<file path="src/rtl/trex_pkg.sv">
`timescale 1ns / 1ps
`default_nettype none

package trex_pkg;

    localparam int ACT_W     = 3;
    localparam int IDX_W     = 3;
    localparam int IMM_W     = 12;
    localparam int PC_OUT_W  = 7;
    localparam int VAL_OUT_W = 32;

    // offset that moves the signed immediate onto 0 .. 2**IMM_W-1
    localparam int IMM_BIAS  = 1 << (IMM_W - 1);

    typedef enum logic [ACT_W-1:0] {
        ACT_ADDI,
        ACT_ADD,
        ACT_SUB,
        ACT_BEQ,
        ACT_BGE,
        ACT_END
    } t_action;

    typedef struct packed {
        t_action          action;
        logic [IDX_W-1:0] dest_reg;
        logic [IDX_W-1:0] src_reg_a;
        logic [IDX_W-1:0] src_reg_b;
        logic [IMM_W-1:0] immediate;
    } t_instr;

    typedef struct packed {
        logic   valid;
        t_instr instr;
    } t_stage;

endpackage

`default_nettype wire

</file>
<file path="src/rtl/trex_if.sv">
`timescale 1ns / 1ps
`default_nettype none

interface trex_instr_if;
    import trex_pkg::*;

    logic                    valid;
    logic                    ready;
    logic [ACT_W-1:0]        action;
    logic [IDX_W-1:0]        dest_reg;
    logic [IDX_W-1:0]        src_reg_a;
    logic [IDX_W-1:0]        src_reg_b;
    logic signed [IMM_W-1:0] immediate;

    modport source (output valid, action, dest_reg, src_reg_a, src_reg_b, immediate,
                    input ready);
    modport sink   (input valid, action, dest_reg, src_reg_a, src_reg_b, immediate,
                    output ready);
endinterface

interface trex_result_if;
    import trex_pkg::*;

    logic                        valid;
    logic                        ready;
    logic [PC_OUT_W-1:0]         next_pc;
    logic                        wrote;
    logic [IDX_W-1:0]            write_reg;
    logic signed [VAL_OUT_W-1:0] write_value;
    logic                        branch_taken;
    logic                        halted;

    modport source (output valid, next_pc, wrote, write_reg, write_value, branch_taken,
                    halted, input ready);
    modport sink   (input valid, next_pc, wrote, write_reg, write_value, branch_taken,
                    halted, output ready);
endinterface

`default_nettype wire

</file>
<file path="src/rtl/trex_offset_prep.sv">
`timescale 1ns / 1ps
`default_nettype none

module trex_offset_prep #(
    parameter int PROGRAM_DEPTH = 128
) (
    input  wire logic                               i_clk,
    input  wire logic                               i_rst_n,
    input  wire logic                               i_advance,
    trex_instr_if.sink                              i_instr,
    output trex_pkg::t_stage                        o_s1,
    output trex_pkg::t_stage                        o_s2,
    output logic [$clog2(PROGRAM_DEPTH)-1:0]        o_offset
);
    import trex_pkg::*;

    localparam int PC_W   = $clog2(PROGRAM_DEPTH);
    // reciprocal for an exact floor(u / depth) over 12-bit u
    localparam int SHIFT  = IMM_W + PC_W;
    localparam int RCP_W  = IMM_W + 2;
    localparam longint unsigned RCP_L =
        ((64'd1 << SHIFT) + PROGRAM_DEPTH - 1) / PROGRAM_DEPTH;
    localparam logic [RCP_W-1:0] RCP = RCP_W'(RCP_L);
    localparam int PROD_W = IMM_W + RCP_W;
    localparam int OW     = ((PC_W > IMM_W) ? PC_W : IMM_W) + 1;
    localparam int QD_W   = IMM_W + OW;
    localparam logic [OW-1:0] DEPTH_O  = OW'(PROGRAM_DEPTH);
    localparam logic [OW-1:0] BIAS_RES = OW'(IMM_BIAS % PROGRAM_DEPTH);

    t_stage              r_s1;
    t_stage              r_s2;
    logic [IMM_W-1:0]    r_q;
    logic [PC_W-1:0]     r_off;

    logic [IMM_W-1:0]    w_in_u;
    logic [PROD_W-1:0]   w_prod;
    logic [IMM_W-1:0]    n_q;
    t_instr              w_in_instr;
    logic [IMM_W-1:0]    w_s1_u;
    logic [QD_W-1:0]     w_qd;
    logic [OW-1:0]       w_rem;
    logic [OW-1:0]       w_off_full;
    logic [PC_W-1:0]     n_off;

    assign i_instr.ready = i_advance;

    always_comb begin
        w_in_instr.action    = t_action'(i_instr.action);
        w_in_instr.dest_reg  = i_instr.dest_reg;
        w_in_instr.src_reg_a = i_instr.src_reg_a;
        w_in_instr.src_reg_b = i_instr.src_reg_b;
        w_in_instr.immediate = i_instr.immediate;
    end

    // biased immediate: flip the sign bit
    assign w_in_u = {~i_instr.immediate[IMM_W-1], i_instr.immediate[IMM_W-2:0]};
    assign w_prod = PROD_W'(w_in_u) * PROD_W'(RCP);
    assign n_q    = IMM_W'(w_prod >> SHIFT);

    // remainder, then undo the bias modulo the depth
    assign w_s1_u     = {~r_s1.instr.immediate[IMM_W-1], r_s1.instr.immediate[IMM_W-2:0]};
    assign w_qd       = QD_W'(r_q) * QD_W'(PROGRAM_DEPTH);
    assign w_rem      = OW'(w_s1_u - IMM_W'(w_qd));
    assign w_off_full = (w_rem >= BIAS_RES) ? (w_rem - BIAS_RES)
                                            : (w_rem + DEPTH_O - BIAS_RES);
    assign n_off      = PC_W'(w_off_full);

    always_ff @(posedge i_clk) begin
        if (!i_rst_n) begin
            r_s1.valid <= 1'b0;
            r_s2.valid <= 1'b0;
        end else if (i_advance) begin
            r_s1.valid <= i_instr.valid;
            r_s2.valid <= r_s1.valid;
            r_s1.instr <= w_in_instr;
            r_q        <= n_q;
            r_s2.instr <= r_s1.instr;
            r_off      <= n_off;
        end
    end

    assign o_s1     = r_s1;
    assign o_s2     = r_s2;
    assign o_offset = r_off;

endmodule

`default_nettype wire

</file>
<file path="src/rtl/trex_core.sv">
`timescale 1ns / 1ps
`default_nettype none

module trex_core #(
    parameter int NUM_REGS      = 8,
    parameter int PROGRAM_DEPTH = 128,
    parameter int DATA_WIDTH    = 32
) (
    input  wire logic                               i_clk,
    input  wire logic                               i_rst_n,
    input  wire trex_pkg::t_stage                   i_s1,
    input  wire trex_pkg::t_stage                   i_s2,
    input  wire logic [$clog2(PROGRAM_DEPTH)-1:0]   i_offset,
    output logic                                    o_advance,
    trex_result_if.source                           o_result
);
    import trex_pkg::*;

    localparam int RIDX_W = $clog2(NUM_REGS);
    localparam int PC_W   = $clog2(PROGRAM_DEPTH);
    localparam logic [PC_W:0] DEPTH_P = (PC_W + 1)'(PROGRAM_DEPTH);

    function automatic logic [RIDX_W-1:0] wrap_idx(input logic [IDX_W-1:0] f);
        logic [RIDX_W-1:0] r;
        r = '0;
        for (int k = 0; k < (1 << IDX_W); k++) begin
            if (f == IDX_W'(k)) begin
                r = RIDX_W'(k % NUM_REGS);
            end
        end
        return r;
    endfunction

    logic [DATA_WIDTH-1:0] r_rf [NUM_REGS];
    logic [NUM_REGS-1:0]   r_vld;
    logic [DATA_WIDTH-1:0] r_va;
    logic [DATA_WIDTH-1:0] r_vb;
    logic [PC_W-1:0]       r_pc;
    logic                  r_halted;

    logic                  r_out_valid;
    logic [PC_OUT_W-1:0]   r_out_pc;
    logic                  r_out_wrote;
    logic [IDX_W-1:0]      r_out_reg;
    logic [VAL_OUT_W-1:0]  r_out_value;
    logic                  r_out_taken;
    logic                  r_out_halted;

    logic [63:0]           w_imm64;
    logic [DATA_WIDTH-1:0] w_imm_ext;
    logic [DATA_WIDTH-1:0] w_value;
    logic                  w_wr;
    logic                  w_taken;
    logic                  w_end;
    logic                  w_do;
    logic                  w_wr_en;
    logic [RIDX_W-1:0]     w_rd;
    logic [RIDX_W-1:0]     w_ra1;
    logic [RIDX_W-1:0]     w_rb1;
    logic [PC_W:0]         w_inc;
    logic [PC_W:0]         w_sum;
    logic [PC_W-1:0]       w_pc_next;
    logic [PC_W-1:0]       w_pc_out;
    logic                  w_live_wr;

    assign o_advance = !r_out_valid || o_result.ready;

    assign w_imm64   = 64'($signed(i_s2.instr.immediate));
    assign w_imm_ext = w_imm64[DATA_WIDTH-1:0];

    always_comb begin
        w_value = '0;
        w_wr    = 1'b0;
        w_taken = 1'b0;
        w_end   = 1'b0;
        case (i_s2.instr.action)
            ACT_ADDI: begin
                w_value = r_va + w_imm_ext;
                w_wr    = 1'b1;
            end
            ACT_ADD: begin
                w_value = r_va + r_vb;
                w_wr    = 1'b1;
            end
            ACT_SUB: begin
                w_value = r_va - r_vb;
                w_wr    = 1'b1;
            end
            ACT_BEQ: begin
                w_taken = (r_va == r_vb);
            end
            ACT_BGE: begin
                w_taken = ($signed(r_va) >= $signed(r_vb));
            end
            default: begin
                // end, and the unused codes with it
                w_end = 1'b1;
            end
        endcase
    end

    assign w_do      = o_advance && i_s2.valid && !r_halted;
    assign w_wr_en   = w_do && w_wr;
    assign w_live_wr = !r_halted && w_wr;

    assign w_rd  = wrap_idx(i_s2.instr.dest_reg);
    assign w_ra1 = wrap_idx(i_s1.instr.src_reg_a);
    assign w_rb1 = wrap_idx(i_s1.instr.src_reg_b);

    assign w_inc     = w_taken ? {1'b0, i_offset} : (PC_W + 1)'(1);
    assign w_sum     = {1'b0, r_pc} + w_inc;
    assign w_pc_next = (w_sum >= DEPTH_P) ? PC_W'(w_sum - DEPTH_P) : PC_W'(w_sum);
    assign w_pc_out  = (r_halted || w_end) ? r_pc : w_pc_next;

    // register file
    always_ff @(posedge i_clk) begin
        if (w_wr_en) begin
            r_rf[w_rd] <= w_value;
        end
    end

    // operand read for the next stage, with the write of this cycle forwarded
    always_ff @(posedge i_clk) begin
        if (o_advance) begin
            r_va <= (w_wr_en && (w_rd == w_ra1)) ? w_value
                  : (r_vld[w_ra1] ? r_rf[w_ra1] : '0);
            r_vb <= (w_wr_en && (w_rd == w_rb1)) ? w_value
                  : (r_vld[w_rb1] ? r_rf[w_rb1] : '0);
        end
    end

    always_ff @(posedge i_clk) begin
        if (!i_rst_n) begin
            r_vld       <= '0;
            r_pc        <= '0;
            r_halted    <= 1'b0;
            r_out_valid <= 1'b0;
        end else begin
            if (w_wr_en) begin
                r_vld[w_rd] <= 1'b1;
            end
            if (w_do && !w_end) begin
                r_pc <= w_pc_next;
            end
            if (w_do && w_end) begin
                r_halted <= 1'b1;
            end
            if (o_advance) begin
                r_out_valid <= i_s2.valid;
            end
        end
    end

    always_ff @(posedge i_clk) begin
        if (o_advance && i_s2.valid) begin
            r_out_pc     <= PC_OUT_W'(w_pc_out);
            r_out_wrote  <= w_live_wr;
            r_out_reg    <= w_live_wr ? IDX_W'(w_rd) : '0;
            r_out_value  <= w_live_wr ? VAL_OUT_W'(w_value) : '0;
            r_out_taken  <= !r_halted && w_taken;
            r_out_halted <= r_halted || w_end;
        end
    end

    assign o_result.valid        = r_out_valid;
    assign o_result.next_pc      = r_out_pc;
    assign o_result.wrote        = r_out_wrote;
    assign o_result.write_reg    = r_out_reg;
    assign o_result.write_value  = r_out_value;
    assign o_result.branch_taken = r_out_taken;
    assign o_result.halted       = r_out_halted;

    a_halt_sticky: assert property (@(posedge i_clk) disable iff (!i_rst_n)
        r_halted |=> r_halted)
        else $error("halted flag cleared without reset");

    a_halt_pc_held: assert property (@(posedge i_clk) disable iff (!i_rst_n)
        r_halted |=> $stable(r_pc))
        else $error("counter moved while halted");

    a_halt_beat_quiet: assert property (@(posedge i_clk) disable iff (!i_rst_n)
        (o_advance && i_s2.valid && r_halted) |=>
            (r_out_valid && !r_out_wrote && !r_out_taken && r_out_halted))
        else $error("beat issued while halted reports activity");

    a_wrote_not_halted: assert property (@(posedge i_clk) disable iff (!i_rst_n)
        (r_out_valid && r_out_wrote) |-> !r_out_halted)
        else $error("write reported on a halted beat");

endmodule

`default_nettype wire

</file>
<file path="src/rtl/tiny_risc_execute_unit.sv">
// Executes one decoded instruction (addi, add, sub, beq, bge, end) per beat against a
// file of NUM_REGS registers of DATA_WIDTH bits and a program counter modulo
// PROGRAM_DEPTH. Throughput is one instruction per clock while results are taken; the result
// beat is registered through branch-offset reduction in two stages, then the execute
// stage into the output register. The execute stage - 32-bit add/compare and counter
// update - uses operands read from the register file in the stage before, with its
// own write forwarded. The input side stalls only while a finished result is held
// and not taken. After an end the unit reports halted with the counter frozen until
// reset. Nothing is cleared after reset beyond the reset itself.
`timescale 1ns / 1ps
`default_nettype none

module tiny_risc_execute_unit #(
    parameter int NUM_REGS      = 8,
    parameter int PROGRAM_DEPTH = 128,
    parameter int DATA_WIDTH    = 32
) (
    input  wire logic       i_clk,
    input  wire logic       i_rst_n,
    trex_instr_if.sink      i_instr,
    trex_result_if.source   o_result
);
    import trex_pkg::*;

    t_stage                             w_s1;
    t_stage                             w_s2;
    logic [$clog2(PROGRAM_DEPTH)-1:0]   w_offset;
    logic                               w_advance;

    trex_offset_prep #(
        .PROGRAM_DEPTH (PROGRAM_DEPTH)
    ) u_prep (
        .i_clk     (i_clk),
        .i_rst_n   (i_rst_n),
        .i_advance (w_advance),
        .i_instr   (i_instr),
        .o_s1      (w_s1),
        .o_s2      (w_s2),
        .o_offset  (w_offset)
    );

    trex_core #(
        .NUM_REGS      (NUM_REGS),
        .PROGRAM_DEPTH (PROGRAM_DEPTH),
        .DATA_WIDTH    (DATA_WIDTH)
    ) u_core (
        .i_clk     (i_clk),
        .i_rst_n   (i_rst_n),
        .i_s1      (w_s1),
        .i_s2      (w_s2),
        .i_offset  (w_offset),
        .o_advance (w_advance),
        .o_result  (o_result)
    );

endmodule

`default_nettype wire
</file>
<file path="src/flat_wrapper.sv">
// flat-port wrapper written by rule: the top's interface ports become plain ports
module tiny_risc_execute_unit_flat import trex_pkg::*;
#(
    parameter int NUM_REGS      = 8,
    parameter int PROGRAM_DEPTH = 128,
    parameter int DATA_WIDTH    = 32
)
  (i_clk, i_rst_n, i_instr_valid, i_instr_action, i_instr_dest_reg, i_instr_src_reg_a, i_instr_src_reg_b, i_instr_immediate, i_instr_ready, o_result_valid, o_result_next_pc, o_result_wrote, o_result_write_reg, o_result_write_value, o_result_branch_taken, o_result_halted, o_result_ready);
  trex_instr_if i_instr_i ();
  trex_result_if o_result_i ();
  input  wire logic i_clk;
  input  wire logic i_rst_n;
  input wire logic [$bits(i_instr_i.valid)-1:0] i_instr_valid;
  input wire logic [$bits(i_instr_i.action)-1:0] i_instr_action;
  input wire logic [$bits(i_instr_i.dest_reg)-1:0] i_instr_dest_reg;
  input wire logic [$bits(i_instr_i.src_reg_a)-1:0] i_instr_src_reg_a;
  input wire logic [$bits(i_instr_i.src_reg_b)-1:0] i_instr_src_reg_b;
  input wire logic [$bits(i_instr_i.immediate)-1:0] i_instr_immediate;
  output wire logic [$bits(i_instr_i.ready)-1:0] i_instr_ready;
  output wire logic [$bits(o_result_i.valid)-1:0] o_result_valid;
  output wire logic [$bits(o_result_i.next_pc)-1:0] o_result_next_pc;
  output wire logic [$bits(o_result_i.wrote)-1:0] o_result_wrote;
  output wire logic [$bits(o_result_i.write_reg)-1:0] o_result_write_reg;
  output wire logic [$bits(o_result_i.write_value)-1:0] o_result_write_value;
  output wire logic [$bits(o_result_i.branch_taken)-1:0] o_result_branch_taken;
  output wire logic [$bits(o_result_i.halted)-1:0] o_result_halted;
  input wire logic [$bits(o_result_i.ready)-1:0] o_result_ready;
  assign i_instr_i.valid = i_instr_valid;
  assign i_instr_i.action = i_instr_action;
  assign i_instr_i.dest_reg = i_instr_dest_reg;
  assign i_instr_i.src_reg_a = i_instr_src_reg_a;
  assign i_instr_i.src_reg_b = i_instr_src_reg_b;
  assign i_instr_i.immediate = i_instr_immediate;
  assign i_instr_ready = i_instr_i.ready;
  assign o_result_valid = o_result_i.valid;
  assign o_result_next_pc = o_result_i.next_pc;
  assign o_result_wrote = o_result_i.wrote;
  assign o_result_write_reg = o_result_i.write_reg;
  assign o_result_write_value = o_result_i.write_value;
  assign o_result_branch_taken = o_result_i.branch_taken;
  assign o_result_halted = o_result_i.halted;
  assign o_result_i.ready = o_result_ready;
  tiny_risc_execute_unit #(.NUM_REGS(NUM_REGS), .PROGRAM_DEPTH(PROGRAM_DEPTH), .DATA_WIDTH(DATA_WIDTH)) u_core (.i_clk(i_clk), .i_rst_n(i_rst_n), .i_instr(i_instr_i), .o_result(o_result_i));
endmodule
</file>
<file path="config.mk">
export PLATFORM = sky130hd
export DESIGN_NAME = tiny_risc_execute_unit_flat
export DESIGN_NICKNAME = d
export VERILOG_FILES = /design/src/rtl/trex_pkg.sv /design/src/rtl/trex_if.sv /design/src/rtl/trex_offset_prep.sv /design/src/rtl/trex_core.sv /design/src/rtl/tiny_risc_execute_unit.sv /design/src/flat_wrapper.sv
export SDC_FILE = /design/constraint.sdc
export NUM_CORES = 1
export LEC_CHECK = 0
export BUFFER_PORTS_ARGS = -buffer_cell sky130_fd_sc_hd__buf_4
export CAP_MARGIN = 0
export CORE_UTILIZATION = 30
export DETAILED_ROUTE_END_ITERATION = 8
export PLACE_DENSITY = 0.52
export SYNTH_ARGS = -nofsm -noshare
export SYNTH_HDL_FRONTEND = slang
export SYNTH_SLANG_ARGS = --single-unit
export TNS_END_PERCENT = 1
</file>
<file path="constraint.sdc">
create_clock -name i_clk -period 12.7 [get_ports i_clk]
set_clock_uncertainty 0.2 [all_clocks]
set_input_delay 1.905 -clock i_clk [delete_from_list [all_inputs] [get_ports i_clk]]
set_output_delay 1.905 -clock i_clk [all_outputs]
set_load 0.03 [all_outputs]
</file>
# After elaboration in Yosys (flattened, before gate mapping)
# Memories as Yosys holds them, arrays and structs flattened.
# Cells that the tools add are included.
# Widths: inputs -> output; s select.
# op_classes
n_eq_ne,28
add_sub_neg,7
magnitude_cmp,7
mux,41
bitwise,3
reduce_logical,18
# op_table
cell,n
$mux 32,4
$pmux 32 s3,1
$add 32x32->32,2
$mux 3,18
$eq 3x3->1 const B,13
$eq 32x32->1,1
$ge 32x32->1,1
$sub 32x32->32,1
$mux 7,4
$eq 3x2->1 const B,8
$ge 13x1->1 const B,1
$sub 12x12->13,1
$eq 3x1->1 const B,4
$lt 3x4->1 const B,3
$logic_and 1x1->1,10
$mux 1,10
$add 7x7->8,1
$ge 8x8->1 const B,1
$or 8x8->8,1
$add 7x1->7 const B,1
$sub 7x1->7 const B,1
$bmux 1 s3,2
$eq 3x3->1,2
$reduce_or 5->1,1
9 further kinds,12
# word_totals
input_bits,28
reg_bits,182
output_inout_bits,47
memories,1
elab_cells,129
mem_bits_rw,256
# mem_list
memory,depth,width,rd,rd_clocked_by_memory_dff,wr,line,text
u_core.u_core.r_rf,8,32,2,0,1,trex_core.sv:34,logic [DATA_WIDTH-1:0] r_rf [NUM_REGS];

# Logic depth before layout (Yosys ltp)
# Gate-level depths: netlist of the first run.
# depth
ltp_word,13
mapped_depth,22
ltp_nobuf,22

# Cells and area by module
# From an unflattened synthesis of the first run, not the netlist that was laid out.
# unflattened
cells_unflattened,1714
area_unflattened_um2,23272.3
# by_module_without_submodules
module,instances,cells_each,seq_area_each_um2,area_each_um2
trex_core,1,1651,11300.8,21690.8
trex_offset_prep,1,63,1481.4,1581.5

# Worst setup path before layout of the first run
# OpenSTA, ideal clock, no wires.
# synth_path
path_type,input to register
startpoint,in o_result_ready
endpoint,"mem u_core.u_core.r_rf[4][0], enable pin"
t_arrival_ns,9.349
stages,6
path_buffers,1
slack_ns,2.634
setup_ns,0.517
required_ns,11.983
cell_sequence,nand2b_1 -> clkbuf_1 -> nand2_1 -> inv_1 -> nand2_1 -> nor4b_1
# synth_via
elab_chain_len,6
# synth_rtl
item,line,text
from (decl),flat_wrapper.sv:27,input wire logic [$bits(o_result_i.ready)-1:0] o_result_ready;
$logic_or 1x1->1,trex_core.sv:66,assign o_advance = !r_out_valid || o_result.ready;
via i_instr_ready,flat_wrapper.sv:19,output wire logic [$bits(i_instr_i.ready)-1:0] i_instr_ready;
$logic_and 1x1->1 (2 in series),trex_core.sv:102,assign w_do = o_advance && i_s2.valid && !r_halted;
$logic_and 1x1->1,trex_core.sv:103,assign w_wr_en = w_do && w_wr;
$mux 1,trex_core.sv:117,if (w_wr_en) begin
$mux 1 (not written as such),trex_core.sv:118,r_rf[w_rd] <= w_value;
to (decl),trex_core.sv:34,
# The timed path passes the listed nets, and every way through them passes these cells.

# Final worst setup path of the first run
# layout_path
startpoint,in o_result_ready
endpoint,reg u_core.u_core.r_va[18] (data pin)
# layout_via
elab_chain_len,6
# layout_rtl
item,line,text
$logic_or 1x1->1,trex_core.sv:66,
$logic_and 1x1->1 (2 in series),trex_core.sv:102,
$logic_and 1x1->1,trex_core.sv:103,
$logic_and 1x1->1,trex_core.sv:125,r_va <= (w_wr_en && (w_rd == w_ra1)) ? w_value
$mux 32,trex_core.sv:125,
to (signal assigned),trex_core.sv:125,
to (decl),trex_core.sv:36,logic [DATA_WIDTH-1:0] r_va;
# Every way passes these cells.
# A chain may end at the register's enable or synchronous reset.

==> impl_metrics.yaml, run 1 <==
run_status:
  status: "finished, violations left"
  violations: "DRC"
hold_path:
  hold_path.class: "flip-flop to flip-flop"
logic_synthesis:
  ys_warn_count: 0
  yosysTopAreaCell: "edfxtp_1"
  synth-async-reset-ratio_pct: 0
  synth_top_family_by_area: "multiplexers"
  synth.most_common_cell: "edfxtp_1"
  muxShareOfSynthArea_pct: 17.36
  synth_ff_type: "edfxtp_1"
  synth-xor-area-share_pct: 2.366
  synth_area_leaders: "edfxtp_1 (55%), mux4_2 (13%), ha_1 (3.9%)"
  synth.distinct_cells: 73
  syn_nets: 1669
  ys_seq_area_share_pct: 56.74
  ys_seq_elements: 426
  yosys-top-cells-count: "edfxtp_1 (407), mux4_2 (132), inv_1 (91)"
  syn_inst: 1569
  synth_area_per_cell_um2: 14.16
  synthSimpleGateAreaFrac_pct: 6.208
  synth_compound_area_share_pct: 10.02
  synth_edf_count: 407
  yosysTopAreaCellShare_pct: 55.03
  synth_fa_ha_area_share_pct: 4.158
  netlist_area_um2: 22210
floorplanning:
  initial_utilization_pct: 30.39
  core-area_um2: 73080
  die-area_um2: 75130
  io_pins: 75
  die_w_um: 274.1
  num_rows: 99
  die_h_um: 274.1
sta:
  rsz0062_at_grt: "false"
  fin_crit_sh_pct: 44.72
  setup_viol: 0
  period_needed_ns: 5.680
  fin_tns_setup_ns: 0
  slew-limit-headroom_pct: 21.69
  worstMarginPinSlew_ns: 1.175
  post-route-worst-setup-slack_ns: 7.020
  finalHoldViolCount: 0
  drv_slew: 0
  max_freq_mhz: 176.1
clocking:
  holdBufCountCts: 0
  clock_latency_ns: 0.59
  clk_pin_slew_ns: 0.06
  cts_sinks: 426
  cts_buffers: 45
  postCtsSetupBuffers: 0
  cts.root.buffer_cell: "clkbuf_16"
  post_cts_resized: 0
  h-tree-depth: 2
  cts_tree: "built"
  clock_path_buffers: 3
placed_design:
  port-buffer-count: 74
  gp_congestion: 0.8615
  pre_cts_slack_ns: 6.377
  dp_hpwl_um: 39620
final_layout:
  area_growth_pct: 13.98
  drive_above_1_share_pct: 21.07
  num_antenna_cells: 0
  fin_nets: 1731
  top_register: "u_core.u_core.r_rf"
  largest_reg_flops: 256
grt:
  grt_pass1_vias: 14270
  antenna_found_initial: 0
  grt_max_degree: 70
  grt-ovfl-total: 0
  grt_pass1_wl_um: 88690
  grt_usage_pct: 15.69
power:
  p_int_w: 0.002466
  switching_power_w: 0.0008390
  ir_drop_v: 0.00008484
  swShare_pct: 25.39
  p_comb_share_pct: 13.2
  clockPowerShare_pct: 38.5
  p_leak_nw: 9.219
  power_frac_seq_pct: 48.3
  powerDensity_nw_per_um2: 130.6
worst_setup_path:
  slowest_delay_ns: 1.10
  cp_top_family: "simple AND/OR/NAND/NOR gates"
  cp_common_cell: "nand2_1"
  path_buf_inv: 3
  cp.arrival_ns: 5.75
  path_cells: "buf_4 -> nand2b_4 -> nand2_1 -> inv_2 -> buf_4 -> nand2_1 -> or4_1 -> nand2_1 -> o22ai_1"
  critical_path.max_fanout: 49
  slowest_stage: "or4_1"
  critPathKind: "primary input to flip-flop"
  cp-start-kind: "primary input"
  worstPathRequired_ns: 12.77
  end_kind: "flip-flop"
detailed_routing:
  wire_per_inst_um: 22.66
  drc: 6
  ant_nets: 0
  viasPerCell: 5.281
  wl_um: 59490
  drt_first_iter_violations: 1219
  first_pass_iters: 7
  via_count: 13860
job:
  drv_cap: 0
## final timing paths
check / to / slack, ns / cells past startpoint / start
worst min-delay path: u_core.u_prep.o_offset[0] / 0.22 / 0 / u_core.u_prep.o_s1[0]
worst max register to register: u_core.u_core.r_rf[7][26] / 7.21 / 14 / u_core.u_prep.o_s2[23]
worst min register to register: u_core.u_prep.o_offset[0] / 0.22 / 0 / u_core.u_prep.o_s1[0]
worst max-delay path: u_core.u_core.r_va[18] / 7.02 / 9 / o_result_ready
## final cells by class
cell class              count  area (um^2)
clock buffers              61         1226
fillers                  7026        47770
well taps                 959         1200
clock inverters            21        185.2
flip-flops and latches    426        12600
inverters                  92        345.3
multi-input cells         963         8984
repair buffers            103        773.2
## cell usage in the layout (no fill, tap or decap), types with 6 or more instances in the layout
cell         n
nor2b_1      8
nand2_1     58
mux2_2      18
clkbuf_16   45
o211ai_1     6
xnor2_1     32
buf_4      103
nand2b_1    10
mux2i_1     67
nor2_1      75
a211oi_1     9
o22ai_1     37
nor3_1      11
inv_1       90
a21oi_1     71
o21ai_1     13
o21ai_0     57
edfxtp_1   407
a31oi_1     11
or3_1       35
and3_1      10
ha_1        69
clkbuf_1    12
mux4_2     132
a21boi_0     8
a22oi_1     11
clkinv_2     7
a21o_1      38
o21a_1      20
nand3_1     13
xor2_1      28
and2_1      15
o21bai_1     9
dfxtp_1     19
nand4_1     13
## power groups by stage
stage          clock [W]  sequential [W]  combinational (W)
2_1_floorplan          0         0.00163           0.000296
3_3_place_gp           0         0.00163           0.000432
3_5_place_dp           0         0.00163           0.000435
4_1_cts          0.00131         0.00160           0.000438
5_1_grt          0.00135         0.00160           0.000474
6_report         0.00127         0.00160           0.000437
## logic make-up (layout without fill, tap and decap cells)
kind of cell	count (synthesis)	in the layout
flip-flops	426	426
AO/OA/AOI/OAI	337	337
AND/OR/NAND/NOR	276	276
multiplexers	218	218
buffers and inverters	180	277
adder cells (fa/ha/maj)	72	72
XOR/XNOR	60	60
## metrics by stage
stage	total power (W)	instances	instance area, um^2	utilization [%]	hold WS [ns]
global placement	0.002059	2543	23900	32.71	0.2027
CTS	0.003342	2625	25320	34.64	0.2154
global route	0.003425	2625	25320	34.64	0.2262
finish	0.003305	2625	25320	34.64	0.2178
floorplan	0.001923	1569	22210	-	0.2003
detailed placement	0.002062	2543	23900	32.71	0.2071
## layer usage
metal	wire [um]	global-route usage, %
met3	3247	2.522
met2	28610	26.02
met4	1197	4.064
met5	0	0
met1	26440	21.28
## worst register-to-register path, stage by stage (launching register included)
cell       delay, ns
edfxtp_1        0.53
nor3b_4         0.23
buf_4           0.42
mux2_2          0.25
ha_1            0.19
inv_1           0.07
fa_1            0.42
nor2b_1         0.19
o2111ai_1       0.18
a2111oi_1       0.85
o21ai_1         0.34
a21oi_1         0.29
nor2_1          0.09
a31oi_1         0.60
inv_1           0.29
Note: power is estimated with default switching activity, not from simulation.
==> run 2, diff against run 1 <==
--- a/config.mk
+++ b/config.mk
@@ -9,7 +9,7 @@
 export CAP_MARGIN = 0
 export CORE_UTILIZATION = 30
 export DETAILED_ROUTE_END_ITERATION = 8
-export PLACE_DENSITY = 0.52
+export PLACE_DENSITY = 0.54
 export SYNTH_ARGS = -nofsm -noshare
 export SYNTH_HDL_FRONTEND = slang
 export SYNTH_SLANG_ARGS = --single-unit
==> constraint.sdc (replaced) <==
create_clock -name i_clk -period 4.9 [get_ports i_clk]
set_clock_uncertainty 0.2 [all_clocks]
set_input_delay 0.735 -clock i_clk [delete_from_list [all_inputs] [get_ports i_clk]]
set_output_delay 0.735 -clock i_clk [all_outputs]
set_load 0.03 [all_outputs]
==> impl_metrics.yaml, run 2 (synthesis results as in run 1) <==
run_status:
  status: "finished, violations left"
  violations: "DRC"
grt:
  grt_usage_pct: 16.32
  grt_max_degree: 71
  antenna_found_initial: 0
  grt.met2_usage_pct: 28.20
  grt_pass1_wl_um: 91630
  grt_busiest_layer: "met2"
  grt_pass1_vias: 14650
  use_met1_pct: 20.58
  use_met3_pct: 2.741
  grt-ovfl-total: 0
clocking:
  h-tree-depth: 2
  cts.root.buffer_cell: "clkbuf_16"
  cts_buffers: 46
  cts_tree: "built"
  cts_sinks: 426
  holdBufCountCts: 0
  clk_pin_slew_ns: 0.06
  clock_path_buffers: 3
  clock_latency_ns: 0.58
sta:
  holdWs_ns: 0.1360
  fin_crit_sh_pct: 94.11
  worstMarginPinSlew_ns: 1.005
  slew-limit-headroom_pct: 32.98
  rsz0062_at_grt: "true"
  post-route-worst-setup-slack_ns: 0.2884
  finalHoldViolCount: 0
  setup_viol: 0
  drv_slew: 0
  period_needed_ns: 4.612
  max_freq_mhz: 216.8
detailed_routing:
  ant_nets: 0
  wl_um: 61100
  drt_first_iter_violations: 983
  viasPerCell: 5.283
  drc: 6
  first_pass_iters: 7
  wire_per_inst_um: 23.09
  via_count: 13980
final_layout:
  drive_above_1_share_pct: 23.12
  fin_cells: 2646
  num-fill-cells: 7006
  num_antenna_cells: 0
  multi_input_area_um2: 9069
  ff_latch_area_um2: 12600
  area_growth_pct: 16.03
  fin_nets: 1750
  mostFrequentLayoutCell: "edfxtp_1"
  fin_util_pct: 35.26
  top_register: "u_core.u_core.r_rf"
  largest_reg_flops: 256
  final_cell_mix: "edfxtp_1 (407), mux4_2 (132), buf_4 (118)"
floorplanning:
  io_pins: 75
  core-area_um2: 73080
  die-area_um2: 75130
  initial_utilization_pct: 30.39
  die_w_um: 274.1
  die_h_um: 274.1
  num_rows: 99
job:
  drv_cap: 0
worst_setup_path:
  end_kind: "flip-flop"
  cp-start-kind: "flip-flop"
  worstPathRequired_ns: 5.03
  critical_path.max_fanout: 7
  critPathKind: "flip-flop to flip-flop"
  cp.arrival_ns: 4.74
placed_design:
  gp_congestion: 0.8685
  pre_cts_slack_ns: 0.2357
  place_inst: 2559
  dp_hpwl_um: 38910
  port-buffer-count: 74
power:
  powerDensity_nw_per_um2: 346.8
  ir_drop_v: 0.0002359
  p_leak_nw: 9.440
hold_path:
  hold_path.class: "primary input to flip-flop"
[run 2: final cells by class]
cell class                 instances  share of cell area (%)
clock buffer                      56                   4.928
clock inverter                    29                   1.301
sequential                       426                   48.90
timing repair buffer             121                   3.670
inverter                          92                   1.355
tap                              959                   4.656
multi-input combinational        963                   35.19
[run 2: what timing repair did]
item                                    4_1_cts  5_1_grt
endpoints found under the hold margin         0        0
setup buffers                                 0        2
gates resized for setup                       0        7
endpoints found under the setup margin        0       37
[run 2: layer usage]
layer	part of all wire (%)	vias to the layer above	routed length, um
li1	-	6351	-
met1	43	7212	26000
met4	3.1	0	1907
met2	50	324	30380
met5	0	-	0
met3	4.6	93	2818
[run 2: path summary, 6_finish.rpt]
| path | from | to | slack [ns] | depth (start not counted) |
|---|---|---|---|---|
| worst max-delay path | u_core.u_core.r_va[28] | u_core.u_core.o_result.next_pc[6] | 0.29 | 18 |
| worst min-delay path | i_instr_src_reg_a[1] | u_core.u_prep.o_s1[16] | 0.14 | 1 |
| worst max register to register | u_core.u_core.r_va[28] | u_core.u_core.o_result.next_pc[6] | 0.29 | 18 |
| worst min register to register | u_core.u_prep.o_s1[8] | u_core.u_prep.o_s2[8] | 0.22 | 0 |
[run 2: metrics by stage]
step | instance area (um^2) | setup TNS (ns) | power, W
after floorplan | 22300 | 0 | 0.004988
after global placement | 24120 | 0 | 0.005338
after detailed placement | 24120 | 0 | 0.005344
after CTS | 25720 | 0 | 0.009020
after global routing | 25770 | -0.006745 | 0.009256
final | 25770 | 0 | 0.008938
[run 2: power by group]
group / switching (W) / leakage (nW) / internal, W
sequential: 0.0000456 / 4.07 / 0.00409
clock: 0.00148 / 0.786 / 0.00218
combinational: 0.000694 / 4.58 / 0.000449
[run 2: critical path, stage by stage (launching register included)]
cell,delay (ns)
edfxtp_1,0.46
ha_1,0.44
a21o_1,0.23
a21oi_1,0.21
o21ai_0,0.12
a2111oi_1,0.40
a211o_1,0.18
nand3_1,0.17
buf_4,0.21
and2_1,0.15
ha_1,0.31
nor2b_1,0.14
o21ai_0,0.20
a21oi_1,0.12
o21a_1,0.18
nor2_1,0.11
xnor2_1,0.15
xnor2_1,0.11
mux2_2,0.27
